**config.mk**
```make
export PLATFORM = sky130hd
export DESIGN_NAME = fan_gear_thermal_controller
export DESIGN_NICKNAME = d
export VERILOG_FILES = /design/src/hdl/fgtc_pkg.sv /design/src/hdl/fan_gear_thermal_controller.sv
export SDC_FILE = /design/constraint.sdc
export NUM_CORES = 1
export LEC_CHECK = 0
export BUFFER_PORTS_ARGS = -buffer_cell sky130_fd_sc_hd__buf_2
export CORE_MARGIN = 2
export CORE_UTILIZATION = 55
export CTS_CLUSTER_SIZE = 30
export DETAILED_ROUTE_END_ITERATION = 10
export PLACE_DENSITY = 0.77
export SKIP_CTS_REPAIR_TIMING = 1
export SLEW_MARGIN = 20
export SYNTH_ARGS = -nofsm -noshare
export SYNTH_HDL_FRONTEND = slang
export SYNTH_SLANG_ARGS = --single-unit
```
**constraint.sdc**
```tcl
create_clock -name aclk -period 8.9 [get_ports aclk]
set_input_delay 0.89 -clock aclk [delete_from_list [all_inputs] [get_ports aclk]]
set_output_delay 0.89 -clock aclk [all_outputs]
set_load 0.02 [all_outputs]
```
**src/hdl/fgtc_pkg.sv**
```systemverilog
// Package with the widths, codes and gear table of the fan gear thermal controller.
`default_nettype none

package fgtc_pkg;

    localparam int TEMP_W      = 9;
    localparam int THR_W       = 11;
    localparam int GEAR_W      = 3;
    localparam int PWM_W       = 10;
    localparam int POWER_W     = 16;
    localparam int COUNT_W     = 4;
    localparam int CFG_ADDR_W  = 3;
    localparam int CFG_DATA_W  = 16;
    localparam int S_TDATA_W   = 32;
    localparam int M_TDATA_W   = 16;

    typedef enum logic [1:0] {
        FUNC_TICK    = 2'd0,
        FUNC_FORCE   = 2'd1,
        FUNC_RELEASE = 2'd2,
        FUNC_UNUSED  = 2'd3
    } func_t;

    typedef enum logic [CFG_ADDR_W-1:0] {
        REG_UP_TEMP_BASE    = 3'd0,
        REG_GEAR_STEP       = 3'd1,
        REG_HYSTERESIS      = 3'd2,
        REG_POWER_ON_LEVEL  = 3'd3,
        REG_POWER_OFF_LEVEL = 3'd4,
        REG_SAMPLE_PERIOD   = 3'd5,
        REG_PWM_LIMIT       = 3'd6,
        REG_SPARE           = 3'd7
    } cfg_reg_t;

    localparam logic [GEAR_W-1:0] GEAR_OFF  = 3'd0;
    localparam logic [GEAR_W-1:0] GEAR_ONE  = 3'd1;
    localparam logic [GEAR_W-1:0] GEAR_KICK = 3'd2;
    localparam logic [GEAR_W-1:0] GEAR_FULL = 3'd4;

    localparam logic signed [TEMP_W-1:0] RELEASE_TEMP = 9'sd25;
    localparam logic [TEMP_W-1:0]        FLOOR_MAX    = 9'd255;

    function automatic logic [PWM_W-1:0] gear_pwm(input logic [GEAR_W-1:0] g);
        logic [PWM_W-1:0] p;
        case (g)
            3'd1:    p = 10'd200;
            3'd2:    p = 10'd500;
            3'd3:    p = 10'd800;
            3'd4:    p = 10'd1000;
            default: p = 10'd0;
        endcase
        return p;
    endfunction

    // Up threshold of a gear, given the gear number minus one.
    function automatic logic signed [THR_W-1:0] up_thr(input logic [7:0] base,
                                                        input logic [4:0] step,
                                                        input logic [1:0] km1);
        logic [THR_W-1:0] sum;
        sum = {3'b000, base} + (THR_W'(km1) * THR_W'(step));
        return $signed(sum);
    endfunction

endpackage

`default_nettype wire

```
**src/hdl/fan_gear_thermal_controller.sv**
```systemverilog
// Top level of the fan gear thermal controller: input stage, gear ladder and result stage.
// A transaction is accepted into the input register and its result is registered in the result
// register, which drives m_tvalid. Throughput: one transaction per cycle while m_tready is high;
// the gear ladder is a single pass of compare logic between the input and result registers.
// Reset (aresetn low, synchronous) empties both stages, turns the fan off, zeroes the held
// temperature, sample count and flags, and loads the register defaults.
`default_nettype none

module fan_gear_thermal_controller
    import fgtc_pkg::*;
(
    input  wire                    aclk,
    input  wire                    aresetn,
    input  wire                    s_tvalid,
    output logic                   s_tready,
    // s_tdata from bit 0: system_active[0], max_temp[9:1], out_power[25:10],
    // charger_active[26], zeros[31:27]
    input  wire [S_TDATA_W-1:0]    s_tdata,
    // s_tuser: func[1:0]
    input  wire [1:0]              s_tuser,
    output logic                   m_tvalid,
    input  wire                    m_tready,
    // m_tdata from bit 0: gear[2:0], pwm_level[12:3], pwm_enable[13], zeros[15:14]
    output logic [M_TDATA_W-1:0]   m_tdata,
    input  wire                    cfg_valid,
    output logic                   cfg_ready,
    input  wire [CFG_ADDR_W-1:0]   cfg_addr,
    input  wire [CFG_DATA_W-1:0]   cfg_data
);

    logic [7:0]         up_temp_base_reg;
    logic [4:0]         gear_step_reg;
    logic [3:0]         hysteresis_reg;
    logic [POWER_W-1:0] power_on_level_reg;
    logic [POWER_W-1:0] power_off_level_reg;
    logic [COUNT_W-1:0] sample_period_reg;
    logic [PWM_W-1:0]   pwm_limit_reg;

    logic                     in_valid_reg;
    func_t                    in_func_reg;
    logic                     in_active_reg;
    logic signed [TEMP_W-1:0] in_temp_reg;
    logic [POWER_W-1:0]       in_power_reg;
    logic                     in_charger_reg;

    logic                     out_valid_reg;
    logic [M_TDATA_W-1:0]     out_data_reg;

    logic signed [TEMP_W-1:0] held_temp_reg, held_temp_next;
    logic [COUNT_W-1:0]       sample_count_reg, sample_count_next;
    logic                     power_flag_reg, power_flag_next;
    logic [GEAR_W-1:0]        gear_reg, gear_next;
    logic                     kick_done_reg, kick_done_next;
    logic [M_TDATA_W-1:0]     out_data_next;

    logic                     advance;
    logic [8:0]               base_plus_one;
    logic signed [TEMP_W-1:0] floor_temp;
    logic [COUNT_W-1:0]       count_inc;
    logic signed [TEMP_W-1:0] t;
    logic signed [THR_W-1:0]  t_ext;
    logic signed [THR_W-1:0]  thr_lo;
    logic signed [THR_W-1:0]  thr_hi;
    logic [GEAR_W-1:0]        ladder_gear;
    logic [PWM_W-1:0]         pwm_value;
    logic [PWM_W-1:0]         pwm_level;

    assign advance   = in_valid_reg && (!out_valid_reg || m_tready);
    assign s_tready  = !in_valid_reg || advance;
    assign m_tvalid  = out_valid_reg;
    assign m_tdata   = out_data_reg;
    assign cfg_ready = 1'b1;

    assign base_plus_one = {1'b0, up_temp_base_reg} + 9'd1;
    assign floor_temp    = $signed((base_plus_one > FLOOR_MAX) ? FLOOR_MAX : base_plus_one);
    assign count_inc     = sample_count_reg + COUNT_W'(1);

    always_comb begin
        held_temp_next    = held_temp_reg;
        sample_count_next = sample_count_reg;
        power_flag_next   = power_flag_reg;
        gear_next         = gear_reg;
        kick_done_next    = kick_done_reg;
        t                 = held_temp_reg;
        t_ext             = THR_W'(t);
        thr_lo            = up_thr(up_temp_base_reg, gear_step_reg, 2'(gear_reg - GEAR_ONE));
        thr_hi            = up_thr(up_temp_base_reg, gear_step_reg, 2'(gear_reg));
        ladder_gear       = gear_reg;
        case (in_func_reg)
            FUNC_TICK: begin
                if (!in_active_reg) begin
                    gear_next      = GEAR_OFF;
                    kick_done_next = 1'b0;
                end else begin
                    sample_count_next = count_inc;
                    if (count_inc >= sample_period_reg) begin
                        held_temp_next    = in_temp_reg;
                        sample_count_next = '0;
                    end
                    if (in_power_reg > power_on_level_reg) begin
                        power_flag_next = 1'b1;
                    end
                    if (in_power_reg < power_off_level_reg) begin
                        power_flag_next = 1'b0;
                    end
                    if (held_temp_next < floor_temp && (in_charger_reg || power_flag_next)) begin
                        held_temp_next = floor_temp;
                    end
                    t     = held_temp_next;
                    t_ext = THR_W'(t);
                    if (gear_reg == GEAR_OFF) begin
                        if (t_ext > $signed({3'b000, up_temp_base_reg})) begin
                            ladder_gear = GEAR_ONE;
                        end
                    end else if (gear_reg < GEAR_FULL) begin
                        if (t_ext < thr_lo - $signed({7'b0, hysteresis_reg})) begin
                            ladder_gear = gear_reg - GEAR_ONE;
                        end else if (t_ext > thr_hi) begin
                            ladder_gear = gear_reg + GEAR_ONE;
                        end
                    end else begin
                        if (t_ext < thr_lo - $signed({7'b0, hysteresis_reg})) begin
                            ladder_gear = GEAR_FULL - GEAR_ONE;
                        end
                    end
                    gear_next = ladder_gear;
                    if (ladder_gear == GEAR_OFF) begin
                        kick_done_next = 1'b0;
                    end
                    if (ladder_gear == GEAR_ONE && !kick_done_next) begin
                        kick_done_next = 1'b1;
                        gear_next      = GEAR_KICK;
                    end
                end
            end
            FUNC_FORCE: begin
                if (held_temp_reg < floor_temp) begin
                    held_temp_next    = floor_temp;
                    sample_count_next = '0;
                end
            end
            FUNC_RELEASE: begin
                held_temp_next = RELEASE_TEMP;
            end
            default: begin
            end
        endcase
    end

    assign pwm_value = gear_pwm(gear_next);
    assign pwm_level = (pwm_value < pwm_limit_reg) ? pwm_value : pwm_limit_reg;
    assign out_data_next = {2'b00, (pwm_level != '0), pwm_level, gear_next};

    always_ff @(posedge aclk) begin
        if (!aresetn) begin
            in_valid_reg        <= 1'b0;
            out_valid_reg       <= 1'b0;
            held_temp_reg       <= '0;
            sample_count_reg    <= '0;
            power_flag_reg      <= 1'b0;
            gear_reg            <= GEAR_OFF;
            kick_done_reg       <= 1'b0;
            up_temp_base_reg    <= 8'd40;
            gear_step_reg       <= 5'd4;
            hysteresis_reg      <= 4'd2;
            power_on_level_reg  <= 16'd100;
            power_off_level_reg <= 16'd50;
            sample_period_reg   <= 4'd3;
            pwm_limit_reg       <= 10'd1000;
        end else begin
            if (s_tvalid && s_tready) begin
                in_valid_reg <= 1'b1;
            end else if (advance) begin
                in_valid_reg <= 1'b0;
            end
            if (advance) begin
                out_valid_reg    <= 1'b1;
                held_temp_reg    <= held_temp_next;
                sample_count_reg <= sample_count_next;
                power_flag_reg   <= power_flag_next;
                gear_reg         <= gear_next;
                kick_done_reg    <= kick_done_next;
            end else if (m_tready) begin
                out_valid_reg <= 1'b0;
            end
            if (cfg_valid && cfg_ready) begin
                unique case (cfg_reg_t'(cfg_addr))
                    REG_UP_TEMP_BASE:    up_temp_base_reg    <= cfg_data[7:0];
                    REG_GEAR_STEP:       gear_step_reg       <= cfg_data[4:0];
                    REG_HYSTERESIS:      hysteresis_reg      <= cfg_data[3:0];
                    REG_POWER_ON_LEVEL:  power_on_level_reg  <= cfg_data;
                    REG_POWER_OFF_LEVEL: power_off_level_reg <= cfg_data;
                    REG_SAMPLE_PERIOD:   sample_period_reg   <= cfg_data[3:0];
                    REG_PWM_LIMIT:       pwm_limit_reg       <= cfg_data[9:0];
                    default: begin
                    end
                endcase
            end
        end
    end

    // Payload registers carry no reset; they are qualified by the valid flags.
    always_ff @(posedge aclk) begin
        if (s_tvalid && s_tready) begin
            in_func_reg    <= func_t'(s_tuser);
            in_active_reg  <= s_tdata[0];
            in_temp_reg    <= $signed(s_tdata[9:1]);
            in_power_reg   <= s_tdata[25:10];
            in_charger_reg <= s_tdata[26];
        end
        if (advance) begin
            out_data_reg <= out_data_next;
        end
    end

endmodule

`default_nettype wire
```
==> results.txt <==
* Run status: finished, final reports clean
- Class of the most critical setup path: reg -> reg
- Fraction of layout cells with a size suffix above 1: 15.6%
* Type of the tightest min-delay check: reg -> reg
* Largest clock skew in the final design: 0.0114 ns
- STA classifies the critical path endpoint as a flip-flop.
- Kind of start point of the critical path: flip-flop
- Overflow left after global routing: 0
- Summing the sequential cell areas from Yosys gives 33.3% of the chip area.
- The multi-input combinational cells in the finished layout cover a total of 5500 sq um.
- Final HPWL from detailed placement: 16400 um
- Clock-pin slew was measured on the worst setup and hold paths at 0.06 ns.
- Std cell rows: 46
- Largest net degree at the start of global routing: 84
- CTS tree: built
- The routed design has 21700 um of wire.
* Die outline area: 17200 sq um
* Port-buffer cells: 68
- The tool flagged a number of max-cap violations equal to 0.
* Number of slew-limit violations in the final report: 0
- Global placer's final weighted congestion: 0.890
- Height of the die: 131 um
* Final layout net count: 1293
- In the final layout, flip-flops and latches occupy 2950 sq um.
* Timing startpoint of the critical path: sample_count_reg[0]
* Sink count of the clock tree: 126
- Slew @ Worst Pin: 1.08 ns
* Data required time at the worst endpoint: 9.08 ns
* Yosys warning count: 0
* Final hold viol count: 0
* Average routed wire per standard cell: 16.3 um
- Dominant cells by area after synthesis: dfxtp_1, ha_1, edfxtp_1, nand2_1, a21boi_0
- Subtracting the final worst setup slack from the clock period gives 8.54 ns.
* Global routing usage summed across all routing layers: 25.9%
- Number of enable flip-flop cells after synthesis: 43
- Vias in the first global route: 6931
- Fraction of synthesized area in multiplexers: 3.09%
- Post-synthesis cell type count: 73
- At the worst endpoint, the arrival time is 8.72 ns.
- Share of the cycle needed by the critical path after routing: 95.9%
- For this run, the top clock speed supported by timing is 117 MHz.
* Critical hold path startpoint: power_on_level_reg[13]
* Max stage delay on crit path: 0.47 ns
- Global-route wire length before repair: 34400 um
* Top-level port count: 77
- The clock passes through at most 2 buffers.
* Placed cell count: 1298
* Vias: 7641
* Design Power: 1.66 mW
* CTS HTree Levels: 4
- Summing the areas of all compound-gate instances in the mapped netlist gives 19.3% of the synthesized area.
- DR iter-0 viols: 674
* Static leakage: 4.49 nW
* Cell area after synthesis: 8870 sq um
* Xor/xnor cell area share of the yosys netlist: 1.68%
- Largest family of logic cells by synthesized area: compound AO/OA/AOI/OAI gates
* Initial standard-cell utilization of the core: 56.1%
- The largest individual stage delay along the critical path comes from the cell or4b_1.
- After detailed routing, the number of vias per cell comes to 5.72.
* Antenna-violating nets left: 0
- The most used flip-flop cell after synthesis is dfxtp_1.
- P&R area growth vs syn: 16.3%
- After technology mapping, the gate count stands at 1009.
* Final instance count without filler cells: 1337
- Number of antenna violations at the first check in global routing: 1
- VDD sags by at most 173 uV.
- In this run, CTS created clock tree buffers numbering 17.
* Share of Yosys cell area claimed by the top area cell type: 18.7%
- Headroom to the max-slew limit came out at 27.8%.
- Of all cell types, the one taking the most synthesized area is dfxtp_1.
- Adder-cell share of the synthesized area: 19.2%
- Counting the fill cells in the layout gives 1296.
* Residual DRC: 0
- CTS placed an instance of clkbuf_16 at the clock tree root.
- In this run the power density over the cells is 161 nW/um^2.
* Maximum fanout encountered on the critical timing path: 6
* Average cell area after synthesis: 8.80 sq um
- Post-synthesis simple-gate area fraction: 17.3%
- The worst register-to-register path begins at sample_count_reg[0].
* Worst skew pair latency: 0.43 ns
- Measured along the x axis, the die boundary spans 131 um.
- TritonRoute pass-1 iters: 5
- The floorplan step defined a core boundary enclosing 15800 sq um.
- Asr flop ratio synth: 0%
- Count of state elements after synthesis: 126
- The most numerous cell type found on the critical path is ha_1.
- # setup viols final: 0
-- layer usage --
layer	track usage [%]	vias to the layer above	part of all wire, %
li1	-	3753	-
met1	35.3	3617	45
met2	42.5	233	47
met3	4.44	38	6.0
met4	7.38	0	2.2
met5	0	-	0
-- placed cells by master, fill, tap and decap left out, types with 24 or more instances in the layout --
master,netlist,layout
ha_1,114,114
inv_1,103,102
nand2_1,151,151
a21oi_1,44,37
buf_4,3,39
dfxtp_1,83,82
mux2i_1,24,24
o211ai_1,25,25
nor2_1,47,47
o21ai_0,36,33
a21boi_0,52,52
edfxtp_1,43,43
buf_2,2,68
-- Yosys cell counts (8+ instances only) --
cell type	n
o21a_1	14
nor3b_1	8
a21oi_1	44
fa_1	14
mux2i_1	24
nand2_1	151
nor2_1	47
inv_1	103
dfxtp_1	83
o21ai_0	36
nand4_1	14
nand2b_1	17
clkbuf_1	27
edfxtp_1	43
ha_1	114
and2_1	11
nand3_1	19
a21o_1	13
nor3_1	8
nor2b_1	23
a21boi_0	52
o211ai_1	25
xnor2_1	13
-- area by class of cell --
| cell class | count | share of cell area [%] |
|---|---|---|
| flip-flops and latches | 126 | 28.6 |
| repair buffers | 107 | 6.13 |
| well taps | 216 | 2.62 |
| multi-input cells | 750 | 53.3 |
| inverters | 105 | 3.82 |
| clock buffers | 23 | 4.85 |
| clock inverters | 9 | 0.667 |
| diodes | 1 | 0.0242 |
-- path summary, 6_finish.rpt --
check	slack, ns	endpoint	cells past startpoint
hold / removal	0.47	power_on_level_reg[13]	2
setup reg to reg	0.36	m_tdata[4]	39
setup / recovery	0.36	m_tdata[4]	39
hold reg to reg	0.47	power_on_level_reg[13]	2
-- through the flow --
stage                     worst slack (ns)  utilization, %  TNS [ns]  instance area [sq um]  hold slack (ns)
after global placement             -0.0553            60.8    -0.218                   9630            0.452
after CTS                           -0.261            64.4     -2.22                  10200            0.468
final                                0.364            65.2         0                  10300            0.465
after global routing               -0.0520            65.2    -0.168                  10300            0.485
after detailed placement            -0.172            60.8     -1.21                   9630            0.459
after floorplan                      0.328               -         0                   8890            0.443
-- cells by family after synthesis --
| logic type | after synthesis |
|---|---|
| mux | 27 |
| fa+ha+maj | 128 |
| buf+inv | 138 |
| compound gates | 248 |
| flops | 126 |
| other cells | 2 |
| xor+xnor | 17 |
| simple gates | 323 |
-- critical path, delay by kind of cell, from the launching register on --
kind / cells / cell delay [ns]
simple gates: 11 / 1.98
mux: 1 / 0.41
flops: 1 / 0.34
buf+inv: 3 / 0.45
fa+ha+maj: 5 / 1.35
compound gates: 18 / 3.59
xor+xnor: 1 / 0.16
-- power by group --
group	total [mW]	internal (mW)	switching, mW
Clock	0.664	0.400	0.265
Sequential	0.630	0.617	0.0132
Combinational	0.369	0.158	0.211
Power figures use the tool's default switching activity.
